### config.mk
export PLATFORM = sky130hd
export DESIGN_NAME = led_chaser_with_mode_button_top
export DESIGN_NICKNAME = d
export VERILOG_FILES = /design/src/sv/lcmb_pkg.sv /design/src/sv/lcmb_pattern.sv /design/src/sv/led_chaser_with_mode_button_top.sv
export SDC_FILE = /design/constraint.sdc
export NUM_CORES = 1
export LEC_CHECK = 0
export ABC_AREA = 1
export ABC_CLOCK_PERIOD_IN_PS = 6200
export BUFFER_PORTS_ARGS = -buffer_cell sky130_fd_sc_hd__buf_2
export CORE_MARGIN = 2
export CORE_UTILIZATION = 62
export CTS_CLUSTER_DIAMETER = 80
export CTS_CLUSTER_SIZE = 24
export DETAILED_ROUTE_END_ITERATION = 12
export GPL_TIMING_DRIVEN = 0
export PLACE_DENSITY = 0.9
export SETUP_SLACK_MARGIN = 0.5
export SYNTH_ARGS = -nofsm -noshare
export SYNTH_HDL_FRONTEND = slang
export SYNTH_SLANG_ARGS = --single-unit
### constraint.sdc
create_clock -name aclk -period 6.2 [get_ports aclk]
set_clock_uncertainty 0.05 [all_clocks]
set_input_delay 0.93 -clock aclk [delete_from_list [all_inputs] [get_ports aclk]]
set_output_delay 0.93 -clock aclk [all_outputs]
set_load 0.005 [all_outputs]
### src/sv/lcmb_pkg.sv
`default_nettype none

package lcmb_pkg;

    localparam int LED_COUNT    = 32;
    localparam int HALF_COUNT   = LED_COUNT / 2;
    localparam int BLINK_CYCLES = 5;

    localparam int MODE_W     = 3;
    localparam int STEP_W     = 7;
    localparam int DWELL_W    = 10;
    localparam int DEB_W      = 8;
    localparam int CFG_ADDR_W = 2;
    localparam int CFG_DATA_W = 10;

    typedef logic [LED_COUNT-1:0]  led_t;
    typedef logic [MODE_W-1:0]     mode_t;
    typedef logic [STEP_W-1:0]     step_t;
    typedef logic [DWELL_W-1:0]    dwell_t;
    typedef logic [DEB_W-1:0]      deb_t;
    typedef logic [CFG_ADDR_W-1:0] cfg_addr_t;
    typedef logic [CFG_DATA_W-1:0] cfg_data_t;

    localparam mode_t MODE_FIRST     = 3'd1;
    localparam mode_t MODE_FILL_LOW  = 3'd2;
    localparam mode_t MODE_FILL_HIGH = 3'd4;
    localparam mode_t MODE_BOTH_ENDS = 3'd5;
    localparam mode_t MODE_MIDDLE    = 3'd7;
    localparam mode_t MODE_LAST      = 3'd7;

    localparam cfg_addr_t CFG_BLINK_DWELL = 2'd0;
    localparam cfg_addr_t CFG_SHIFT_DWELL = 2'd1;
    localparam cfg_addr_t CFG_DEBOUNCE    = 2'd2;

    localparam dwell_t BLINK_DWELL_RST = 10'd500;
    localparam dwell_t SHIFT_DWELL_RST = 10'd100;
    localparam deb_t   DEBOUNCE_RST    = 8'd20;

    typedef enum logic [1:0] {
        PH_IDLE,
        PH_DEBOUNCE,
        PH_RELEASE
    } phase_t;

    // One pattern step: the new LED word, the two half-shifters and the step count.
    typedef struct packed {
        led_t  led;
        led_t  left;
        led_t  right;
        step_t step;
    } pat_t;

    function automatic logic is_blink(input mode_t m);
        return (m != MODE_FILL_LOW) && (m != MODE_FILL_HIGH) &&
               (m != MODE_BOTH_ENDS) && (m != MODE_MIDDLE);
    endfunction

endpackage

`default_nettype wire

### src/sv/lcmb_pattern.sv
`default_nettype none

module lcmb_pattern (
    input  lcmb_pkg::mode_t mode_i,
    input  lcmb_pkg::step_t step_i,
    input  lcmb_pkg::led_t  led_i,
    input  lcmb_pkg::led_t  left_i,
    input  lcmb_pkg::led_t  right_i,
    output lcmb_pkg::pat_t  pat_o
);
    import lcmb_pkg::*;

    localparam led_t RIGHT_MASK = {{(LED_COUNT-HALF_COUNT){1'b0}}, {HALF_COUNT{1'b1}}};
    localparam led_t LEFT_MASK  = ~RIGHT_MASK;
    localparam led_t TOP_BIT    = led_t'(1) << (LED_COUNT - 1);
    localparam led_t MID_HI     = led_t'(1) << HALF_COUNT;
    localparam led_t MID_LO     = led_t'(1) << (HALF_COUNT - 1);

    localparam step_t BLINK_STEPS = step_t'(2 * BLINK_CYCLES);
    localparam step_t FULL_STEPS  = step_t'(2 * LED_COUNT);
    localparam step_t HALF_STEPS  = step_t'(2 * HALF_COUNT);

    step_t steps;
    step_t cur;
    led_t  led_b;
    led_t  left_b;
    led_t  right_b;
    logic  fill_full;
    logic  fill_half;

    always_comb begin
        if (is_blink(mode_i)) begin
            steps = BLINK_STEPS;
        end else if (mode_i == MODE_FILL_LOW || mode_i == MODE_FILL_HIGH) begin
            steps = FULL_STEPS;
        end else begin
            steps = HALF_STEPS;
        end

        // A finished pass starts over from step zero with a dark word.
        cur = (step_i >= steps) ? '0 : step_i;
        if (cur == '0) begin
            led_b   = '0;
            left_b  = '0;
            right_b = '0;
        end else begin
            led_b   = led_i;
            left_b  = left_i;
            right_b = right_i;
        end

        fill_full = cur < step_t'(LED_COUNT);
        fill_half = cur < step_t'(HALF_COUNT);

        pat_o.left  = left_b;
        pat_o.right = right_b;
        pat_o.step  = cur + step_t'(1);

        case (mode_i)
            MODE_FILL_LOW: begin
                pat_o.led = (led_b << 1) | led_t'(fill_full);
            end
            MODE_FILL_HIGH: begin
                pat_o.led = (led_b >> 1) | (fill_full ? TOP_BIT : '0);
            end
            MODE_BOTH_ENDS: begin
                if (fill_half) begin
                    pat_o.left  = (left_b >> 1) | TOP_BIT;
                    pat_o.right = (right_b << 1) | led_t'(1);
                end else begin
                    pat_o.left  = (left_b >> 1) & LEFT_MASK;
                    pat_o.right = (right_b << 1) & RIGHT_MASK;
                end
                pat_o.led = pat_o.left | pat_o.right;
            end
            MODE_MIDDLE: begin
                if (fill_half) begin
                    pat_o.left  = (left_b << 1) | MID_HI;
                    pat_o.right = (right_b >> 1) | MID_LO;
                end else begin
                    pat_o.left  = (left_b << 1) & LEFT_MASK;
                    pat_o.right = (right_b >> 1) & RIGHT_MASK;
                end
                pat_o.led = pat_o.left | pat_o.right;
            end
            default: begin
                pat_o.led = cur[0] ? '0 : '1;
            end
        endcase
    end

endmodule

`default_nettype wire

### src/sv/led_chaser_with_mode_button_top.sv
`default_nettype none
// The result beat for a tick is registered and appears in the cycle after the tick beat is taken.
// Throughput: one tick beat per cycle when not stalled; the state update is a single registered pass.
// A new tick beat is taken in the cycle the previous result beat leaves; a stalled result holds input.
// Reset (aresetn low, synchronous): mode 1, pattern not started, debounce idle,
// dwell and debounce registers back to 500, 100 and 20 ticks, no result pending.

module led_chaser_with_mode_button_top (
    input  wire                         aclk,
    input  wire                         aresetn,
    input  wire                         s_tvalid,
    output logic                        s_tready,
    input  wire  [7:0]                  s_tdata,   // [0] button_pressed
    output logic                        m_tvalid,
    input  wire                         m_tready,
    output logic [39:0]                 m_tdata,   // [31:0] led_word, [34:32] mode
    input  wire                         cfg_wr_en,
    input  wire  lcmb_pkg::cfg_addr_t   cfg_addr,
    input  wire  lcmb_pkg::cfg_data_t   cfg_wdata
);
    import lcmb_pkg::*;

    dwell_t blink_dwell_reg;
    dwell_t shift_dwell_reg;
    deb_t   debounce_reg;

    mode_t  mode_reg,   mode_next;
    led_t   led_reg,    led_next;
    led_t   left_reg,   left_next;
    led_t   right_reg,  right_next;
    step_t  step_reg,   step_next;
    dwell_t dwell_reg,  dwell_next;
    phase_t phase_reg,  phase_next;
    deb_t   deb_cnt_reg, deb_cnt_next;

    logic        m_tvalid_reg;
    logic [39:0] m_tdata_reg;

    logic   accept;
    logic   pressed;
    logic   idle_run;
    logic   press_eff;
    logic   emit;
    step_t  step_base;
    dwell_t dwell_base;
    dwell_t dwell_after;
    dwell_t dwell_lim;
    deb_t   deb_lim;
    deb_t   deb_inc;
    pat_t   pat;

    function automatic dwell_t dwell_sat_inc(input dwell_t d);
        return (d == '1) ? d : d + dwell_t'(1);
    endfunction

    assign s_tready = !m_tvalid_reg || m_tready;
    assign accept   = s_tvalid && s_tready;
    assign pressed  = s_tdata[0];
    assign m_tvalid = m_tvalid_reg;
    assign m_tdata  = m_tdata_reg;

    lcmb_pattern u_pattern (
        .mode_i  (mode_reg),
        .step_i  (step_base),
        .led_i   (led_reg),
        .left_i  (left_reg),
        .right_i (right_reg),
        .pat_o   (pat)
    );

    always_comb begin
        mode_next    = mode_reg;
        led_next     = led_reg;
        left_next    = left_reg;
        right_next   = right_reg;
        step_next    = step_reg;
        dwell_next   = dwell_reg;
        phase_next   = phase_reg;
        deb_cnt_next = deb_cnt_reg;

        idle_run   = 1'b0;
        press_eff  = pressed;
        step_base  = step_reg;
        dwell_base = dwell_reg;

        dwell_lim = is_blink(mode_reg) ? blink_dwell_reg : shift_dwell_reg;
        if (dwell_lim == '0) begin
            dwell_lim = dwell_t'(1);
        end
        deb_lim = (debounce_reg == '0) ? deb_t'(1) : debounce_reg;
        deb_inc = (deb_cnt_reg == '1) ? deb_cnt_reg : deb_cnt_reg + deb_t'(1);

        if (accept) begin
            unique case (phase_reg)
                PH_DEBOUNCE: begin
                    deb_cnt_next = deb_inc;
                    if (deb_inc >= deb_lim) begin
                        if (pressed) begin
                            mode_next  = (mode_reg >= MODE_LAST) ? MODE_FIRST
                                                                 : mode_reg + mode_t'(1);
                            phase_next = PH_RELEASE;
                        end else begin
                            // A bounce: the window ends and counts as one dwell tick.
                            phase_next = PH_IDLE;
                            dwell_next = dwell_sat_inc(dwell_reg);
                        end
                    end
                end
                PH_RELEASE: begin
                    if (!pressed) begin
                        // Restart the new mode's pattern and show its first step now.
                        phase_next = PH_IDLE;
                        step_base  = '0;
                        dwell_base = '0;
                        press_eff  = 1'b0;
                        idle_run   = 1'b1;
                    end
                end
                default: begin
                    phase_next = PH_IDLE;
                    idle_run   = 1'b1;
                end
            endcase
        end

        emit        = (step_base == '0) || (dwell_base >= dwell_lim);
        dwell_after = emit ? '0 : dwell_base;

        if (idle_run) begin
            if (emit) begin
                led_next   = pat.led;
                left_next  = pat.left;
                right_next = pat.right;
                step_next  = pat.step;
            end else begin
                step_next  = step_base;
            end
            if (press_eff) begin
                phase_next   = PH_DEBOUNCE;
                deb_cnt_next = '0;
                dwell_next   = dwell_after;
            end else begin
                dwell_next   = dwell_sat_inc(dwell_after);
            end
        end
    end

    always_ff @(posedge aclk) begin
        if (!aresetn) begin
            blink_dwell_reg <= BLINK_DWELL_RST;
            shift_dwell_reg <= SHIFT_DWELL_RST;
            debounce_reg    <= DEBOUNCE_RST;
        end else if (cfg_wr_en) begin
            if (cfg_addr == CFG_BLINK_DWELL) begin
                blink_dwell_reg <= cfg_wdata;
            end else if (cfg_addr == CFG_SHIFT_DWELL) begin
                shift_dwell_reg <= cfg_wdata;
            end else if (cfg_addr == CFG_DEBOUNCE) begin
                debounce_reg    <= cfg_wdata[DEB_W-1:0];
            end
        end
    end

    always_ff @(posedge aclk) begin
        if (!aresetn) begin
            mode_reg     <= MODE_FIRST;
            led_reg      <= '0;
            left_reg     <= '0;
            right_reg    <= '0;
            step_reg     <= '0;
            dwell_reg    <= '0;
            phase_reg    <= PH_IDLE;
            deb_cnt_reg  <= '0;
            m_tvalid_reg <= 1'b0;
        end else begin
            mode_reg    <= mode_next;
            led_reg     <= led_next;
            left_reg    <= left_next;
            right_reg   <= right_next;
            step_reg    <= step_next;
            dwell_reg   <= dwell_next;
            phase_reg   <= phase_next;
            deb_cnt_reg <= deb_cnt_next;
            if (accept) begin
                m_tvalid_reg <= 1'b1;
            end else if (m_tready) begin
                m_tvalid_reg <= 1'b0;
            end
        end
    end

    always_ff @(posedge aclk) begin
        if (accept) begin
            m_tdata_reg <= {5'b0, mode_next, led_next};
        end
    end

endmodule

`default_nettype wire

* Word-level counts from Yosys, hierarchy flattened
Index checks and enable logic that the tools add are counted.
Operators by class: add/sub/neg operators 5, order comparisons 6, equal/unequal tests 17, mux-type cells 60, bitwise gates (word level) 6, reduce and logical (&&, ||, !) cells 22
Operator list (count):
- $mux 32 | 7
- $mux 64 | 3
- $mux 10 | 14
- $pmux 32 s4 | 1
- $pmux 64 s2 | 1
- $or 32x32->32 | 2
- $mux 49 | 1
- $mux 7 | 7
- $mux 8 | 6
- $or 31x32->32 | 1
- $or 32x1->32 | 1
- $add 10x1->10 const B | 2
- $eq 10x10->1 const B | 2
- $mux 3 | 5
- $logic_not 7->1 | 2
- $mux 2 | 6
- $ge 10x10->1 | 1
- $logic_not 10->1 | 1
- $eq 3x3->1 const B | 3
- $ne 3x3->1 const B | 3
- $add 8x1->8 const B | 1
- $eq 8x8->1 const B | 1
- $ge 8x8->1 | 1
- $logic_not 8->1 | 1
- other kinds (25) | 43
Storage, ports and cells: bits in registers 190, input bits 25, output and inout port bits 42, logic and storage cells 129

* Longest topological paths before layout
Gate-level depths: netlist of run 1.
depth after elaboration 15, mapped depth 36, mapped depth without buffers 34

* By module
A second synthesis of run 1 with hierarchy kept.
Second synthesis, totals: cell total of the unflattened synthesis 1701, area, all modules 11457.2 µm²
By module, submodules not included:
- led_chaser_with_mode_button_top | instances 1, cells each 1079, area an instance 8509.4 µm², sequential area each 4154.0 µm²
- lcmb_pattern | instances 1, cells each 622, area an instance 2947.8 µm², sequential area each 0.0 µm²

* Worst setup path before layout of run 1
OpenSTA, ideal clock, no wires.
kind reg-to-reg, from register mode_reg[1], to register dwell_reg[8], library setup time 0.070 ns, data arrival time 4.561 ns, data required time 6.080 ns, slack 1.519 ns, stages on the path, launching flop included 36, buffers on the path 2, clock period less this slack 4.681 ns, cells stage by stage dfxtp_1 -> inv_1 -> ha_1 -> nand2_1 -> clkinv_1 -> nor2_1 -> nand2_2 -> inv_2 -> buf_2 -> nand2_1 -> o21ai_1 -> nand4_1 -> o31ai_1 -> ha_1 -> inv_1 -> nand2_1 -> nand2_1 -> nand3_1 -> nand3_1 -> nor2_1 -> nand2_2 -> inv_2 -> clkbuf_1 -> nand2_1 -> inv_1 -> ha_1 -> inv_1 -> nor2_1 -> nand4_1 -> nor2_1 -> nand2_1 -> o21ai_0 -> inv_1 -> nand3_1 -> nand2_1 -> a21oi_1
On the way: longest elaborated chain between the ends 14, elaborated cells on any way between the ends 18, classes of those cells add/sub (1); order compare (1); eq/ne (5); mux (6); reduce/logical (5)
RTL lines:
- start: declaration | line led_chaser_with_mode_button_top.sv:27 | mode_t mode_reg, mode_next;
- start signal: assignment | line led_chaser_with_mode_button_top.sv:176 | mode_reg <= mode_next;
- $ne 3x2->1 or $ne 3x3->1 (tied branches) | line lcmb_pkg.sv:54 | return (m != MODE_FILL_LOW) && (m != MODE_FILL_HIGH) &&
- $logic_and 1x1->1 (2 in series) | line lcmb_pkg.sv:54
- $logic_and 1x1->1 (*) | line lcmb_pkg.sv:55 | (m != MODE_BOTH_ENDS) && (m != MODE_MIDDLE);
- $mux 10 (*) | line led_chaser_with_mode_button_top.sv:86 | dwell_lim = is_blink(mode_reg) ? blink_dwell_reg : shift_dwell_reg;
- $logic_not 10->1 | line led_chaser_with_mode_button_top.sv:87 | if (dwell_lim == '0) begin
- $mux 10 (*) | line led_chaser_with_mode_button_top.sv:87
- $ge 10x10->1 (*) | line led_chaser_with_mode_button_top.sv:126 | emit = (step_base == '0) || (dwell_base >= dwell_lim);
- $logic_or 1x1->1 (*) | line led_chaser_with_mode_button_top.sv:126
- $mux 10 (*) | line led_chaser_with_mode_button_top.sv:127 | dwell_after = emit ? '0 : dwell_base;
- $add 10x1->10 or $eq 10x10->1 (tied branches) | line led_chaser_with_mode_button_top.sv:53 | return (d == '1) ? d : d + dwell_t'(1);
- $mux 10 | line led_chaser_with_mode_button_top.sv:53
- $mux 10 (*) | line led_chaser_with_mode_button_top.sv:138 | if (press_eff) begin
- $mux 10 (*) | line led_chaser_with_mode_button_top.sv:129 | if (idle_run) begin
- end signal: assignment | line led_chaser_with_mode_button_top.sv:181 | dwell_reg <= dwell_next;
- end: declaration | line led_chaser_with_mode_button_top.sv:32 | dwell_t dwell_reg, dwell_next;
Mark *: on every way between the ends. The rest lies on a longest branch, timed or not. A chain may end at the register's enable or synchronous reset.

* Worst setup path in the final report of run 1
from register mode_reg[1], to register dwell_reg[0]
The elaborated chain is that of the path after synthesis.

==> results of run 1 <==
-- power by group --
part           switching [uW]  internal (uW)  total, uW
clock                     525            608       1130
combinational             781            391       1170
sequential                127           1450       1570
-- worst min-delay path, stage by stage, from the launching register on --
cell and delay (ps):
dfxtp_1 330, nand2_1 50, nand3_1 50
-- Yosys cell counts (2+ instances only) --
cell      number  share of area [%]
nor3_1         8               0.36
buf_1          3               0.10
nand4_1       18                1.0
o22ai_1        2               0.11
a21oi_1       46                2.1
or2_2         31                1.8
nor2_1       131                4.5
a41oi_1        5               0.40
buf_4         14               0.96
xnor2_1        3               0.24
nand3_2        3               0.27
inv_1        186                6.4
a211oi_1       4               0.27
dfxtp_1      155                 28
ha_1          34                3.9
a31oi_1       57                3.2
o31ai_1        4               0.27
buf_6         14                1.4
clkbuf_1      49                1.7
o21ai_0      173                7.9
a21o_1         2               0.14
o211ai_1      14               0.96
xor2_1        12               0.96
o21ai_1       13               0.59
clkinv_1       3               0.10
nor2_4         2               0.21
nor2_2         2               0.11
nand3_1      247                 11
nand2_1      233                8.0
nand2_2        9               0.51
buf_2         18               0.82
inv_2         10               0.34
edfxtp_1      35                9.6
o221ai_1       2               0.16
-- kinds of logic (layout without fill, tap and decap cells) --
kind of cell	count (synthesis)	after routing	share of synthesized area, %
AOI/OAI and AO/OA	331	331	16.9
xor gates and xnor gates	15	15	1.20
adders and majority gates	34	34	3.88
buffers and inverters	299	383	12.0
DFF	190	190	37.8
muxes	1	1	0.0912
other	1	5	0.0342
and+or+nand+nor	686	686	28.1
-- through the flow --
step	utilization (%)	setup TNS [ps]
floorplan	-	0
global placement	66.7	-311
finish	70.5	0
CTS	70.3	0
detailed placement	66.7	-382
global route	70.5	0
-- final timing paths --
check                     startpoint            endpoint  cells after the start  slack (ps)
hold / removal    blink_dwell_reg[7]  blink_dwell_reg[7]                      2         410
setup / recovery         mode_reg[1]        dwell_reg[0]                     32         890
hold reg to reg   blink_dwell_reg[7]  blink_dwell_reg[7]                      2         410
setup reg to reg         mode_reg[1]        dwell_reg[0]                     32         890
-- layer usage --
metal | track usage (%) | part of all wire, % | up-vias
li1 | - | - | 5382
met2 | 56.1 | 44 | 838
met5 | 0 | 0.11 | -
met4 | 16.8 | 4.3 | 3
met1 | 45.3 | 38 | 5136
met3 | 13.1 | 14 | 143
-- what timing repair did --
action	in CTS	in global routing
gates resized for setup	9	16
cloned	0	0
pin swaps	0	1
endpoints found under the setup margin	10	10
-- cell type report --
class | count | share of cell area (%)
flip-flops and latches | 190 | 34.1
plain buffers | 99 | 4.68
clock inverters | 15 | 1.43
well taps | 225 | 2.31
repair buffers | 52 | 2.13
inverters | 200 | 6.28
clock buffers | 17 | 3.49
multi-input cells | 1072 | 45.6
==> results.ini, run 1 <==
[outcome]
status=complete, no violations

[worst_setup_path]
path_common_cell=nand2_1
worst_path_max_delay_cell=dfxtp_1
worstPathRequired_ps=6520
arrival_ps=5630
critPathKind=flop to flop
crit_buf_inv=8
worst_setup_path_start_kind=flop
max_stage_delay_ps=420
critPathCaptureType=flop
path_max_fanout=10
cp_top_family=simple AND/OR/NAND/NOR gates

[placed_design]
place_area_mm2=0.0115
detailed_place_hpwl_mm=24.1
pre_cts_slack_ps=-85.1
place_congestion=1.06
portBuffers=52
dp.cells=1838

[cells_and_area]
num-fill-cells=1465
final_common_cell=nand3_1
multi_input_area_mm2=0.00557
final_layout_size_suffix_gt1_share_pct=12.5
layout_common_cells=nand3_1 (247), nand2_1 (230), inv_1 (185)
syn2layout_area_growth_pct=11.1
n_antenna_cell=0
fin_area_mm2=0.0122
fin_nets=1691
largest_register_ffs=35
final-instance-count-excl-fill=1870
regArea_mm2=0.00415

[clock_network]
clkSlewWorstSetupHoldPaths_ps=80
root_buffer=clkbuf_16
clk_latency_ps=450
cts_buffer_depth=2
htreeDepth=4
postCtsSetupRepairBufs=0
cts_tree=done
ctsHoldBuffers=0
cts_buffers=17
clkSinkCount=190

[grt]
grt_max_degree=37
grt_usage_pct=36.4
grt_pass1_wl_mm=53.2
grt_antenna_before_repair=0
first_global_vias=10500
gr-total-overflow=0

[die]
io_pins=67
dieHeight_um=137
num_rows=48
initial_core_util_pct=63.5
fp.dieArea_mm2=0.0188
die_w_um=137
coreArea_mm2=0.0173

[timing]
rsz0062_at_grt=no
worstMarginPinSlew_ps=930
finalCritPeriodShare_pct=85.6
min_period_ps=5310
max_freq_mhz=188
hold_violations=0
drv_slew=0
relSlewSlack_pct=38.0
final.setup.worst_slack_ps=891
holdWs_ps=410
setup_viol=0

[logic_synthesis]
synth_flop_cell=dfxtp_1
async_reset_ff_share_pct=0
synthDistinctLibCells=49
netlist_instances=1557
synth-seq-cells=190
syn_area_per_cell_um2=7.05
netlist_area_mm2=0.0110
yosysSeqAreaShare_pct=37.8
synth_edf_count=35
synth_warnings=0

[drt]
detail-route-antenna-nets=0
drt_iter0_drc=1809
wl_per_cell_um=18.2
route.detailed.drc=0
drt-total-wl_mm=34.1
vias_per_cell=6.15
drt_pass1_iterations=7
dr_total_vias=11500

[job]
drv_cap=0

[power_and_ir_drop]
power_density_mw_per_mm2=318
p_total_uw=3880
irDropWorstVdd_v=0.000334
leakage_uw=0.00507

[min_path]
hp-class=flop to flop

Note: power is estimated with default switching activity, not from simulation.
==> run 2, diff against run 1 <==
--- a/config.mk
+++ b/config.mk
@@ -8,13 +8,15 @@
 export ABC_AREA = 1
 export ABC_CLOCK_PERIOD_IN_PS = 6200
 export BUFFER_PORTS_ARGS = -buffer_cell sky130_fd_sc_hd__buf_2
+export CELL_PAD_IN_SITES_DETAIL_PLACEMENT = 2
+export CELL_PAD_IN_SITES_GLOBAL_PLACEMENT = 2
 export CORE_MARGIN = 2
-export CORE_UTILIZATION = 62
+export CORE_UTILIZATION = 35
 export CTS_CLUSTER_DIAMETER = 80
 export CTS_CLUSTER_SIZE = 24
 export DETAILED_ROUTE_END_ITERATION = 12
 export GPL_TIMING_DRIVEN = 0
-export PLACE_DENSITY = 0.9
+export PLACE_DENSITY = 0.89
 export SETUP_SLACK_MARGIN = 0.5
 export SYNTH_ARGS = -nofsm -noshare
 export SYNTH_HDL_FRONTEND = slang
==> run 2 against run 1 <==
Compared with the run above:
- clock-buffer cell count unchanged
- largest cell class unchanged
- wire length increased by 41%
- combinational power is 9% higher
- sequential share of layout area is 0.70 points lower
- power grew 3.5%
==> results.ini, run 2 (synthesized netlist as in run 1, its figures left out) <==
[outcome]
status=complete, no violations

[timing]
finalCritPeriodShare_pct=86.1
holdWs_ps=414
min_period_ps=5340
hold_violations=0
worstMarginPinSlew_ps=1050
setup_viol=0
setup_tns_ps=0
drv_slew=0
max_freq_mhz=187
rsz0062_at_grt=no
relSlewSlack_pct=30.3

[cells_and_area]
final_common_cell=nand3_1
fin_nets=1697
num-fill-cells=3703
layout_common_cells=nand3_1 (247), nand2_1 (230), inv_1 (185)
syn2layout_area_growth_pct=13.4
n_antenna_cell=0
largest_register_ffs=35
final_layout_size_suffix_gt1_share_pct=12.9

[grt]
grt_max_degree=37
grt_usage_pct=29.5
grt_pass1_wl_mm=74.7
gr-total-overflow=0
first_global_vias=13000
grt_antenna_before_repair=0

[drt]
drt-total-wl_mm=48.1
dr_total_vias=11900
route.detailed.drc=0
wl_per_cell_um=23.5
drt_pass1_iterations=5
drt_iter0_drc=953
detail-route-antenna-nets=0
vias_per_cell=5.80

[worst_setup_path]
critPathCaptureType=flop
crit_buf_inv=10
path_common_cell=nand2_1
path_max_fanout=10
critPathKind=flop to flop
worstPathRequired_ps=6550
r2r_cells=35
critPathLaunch=mode_reg[1]
max_stage_delay_ps=430
worst_setup_path_start_kind=flop
worst_path_max_delay_cell=dfxtp_1
r2r-start=mode_reg[1]
cp_top_family=simple AND/OR/NAND/NOR gates
arrival_ps=5680
path_depth=35

[clock_network]
clkSinkCount=190
clkSlewWorstSetupHoldPaths_ps=80
clk_latency_ps=490
root_buffer=clkbuf_16
cts_buffers=17
cts_tree=done
htreeDepth=4
cts_buffer_depth=2

[placed_design]
detailed_place_hpwl_mm=33.7
place_congestion=0.879
portBuffers=52

[die]
dieHeight_um=181
initial_core_util_pct=35.7
fp.dieArea_mm2=0.0328
coreArea_mm2=0.0307
io_pins=67
num_rows=64
die_w_um=181

[power_and_ir_drop]
leakage_uw=0.00509
power_density_mw_per_mm2=322
irDropWorstVdd_v=0.000222

[min_path]
min_from=blink_dwell_reg[3]
hp-class=flop to flop
min_path_cells=2

[job]
drv_cap=0

run 2: changes by cell type in the layout (fill, tap and decap cells not counted), sizes merged:
| cell | previous run | this run |
|---|---|---|
| buf | 101 | 107 |
| bufinv | 2 | 0 |
| clkinv | 5 | 7 |
run 2: worst paths after layout:
check | endpoint | slack, ps
max | dwell_reg[8] | 860
max reg2reg | dwell_reg[8] | 860
min | blink_dwell_reg[3] | 410
min reg2reg | blink_dwell_reg[3] | 410
run 2: layout make-up:
class	instances	area, um2	area share (%)
Buffer	99	571	4.58
Timing Repair Buffer	58	305	2.45
Tap cell	396	495	3.98
Sequential cell	190	4150	33.4
Multi-Input combinational cell	1072	5580	44.8
Inverter	200	773	6.21
Clock buffer	17	425	3.42
Clock inverter	15	149	1.20
run 2: metrics by stage:
stage                     total power, uW  cells  cell area (um2)  util (%)  setup slack, ps
after global routing                 4170   2047            12500      40.5              453
after global placement               2760   2009            11700      38.2             -650
after floorplan                      2340   1561            11000         -             1520
after CTS                            3980   2041            12400      40.2              535
after detailed placement             2830   2009            11700      38.2             -888
final                                4010   2047            12500      40.5              861
run 2: metal layers:
layer  global-route usage [%]  routed length, um  vias to the layer above
met2                     50.4              23300                      358
met3                     6.33               2880                      106
met5                        0                  0                        -
li1                         -                  -                     5388
met4                     12.1               1440                        0
met1                     36.1              20500                     6021
run 2: timing repair:
item                                    4_1_cts  5_1_grt
resized for setup                            19       10
gates cloned                                  0        0
hold buffers                                  0        0
endpoints found under the hold margin         0        0
pin swaps                                     0        2
endpoints found under the setup margin      138       18
buffers inserted                              0        6
run 2: report_power, final:
group / leakage, uW / switching, uW / internal, uW
logic: 0.00320 / 888 / 394
clock network: 0.000279 / 609 / 536
registers: 0.00162 / 140 / 1450
run 2: worst min-delay path, delay by kind of cell (launching register included):
| family | cells | cell delay (ps) |
|---|---|---|
| buffers and inverters | 1 | 60 |
| AOI/OAI and AO/OA | 1 | 50 |
| DFF | 1 | 310 |
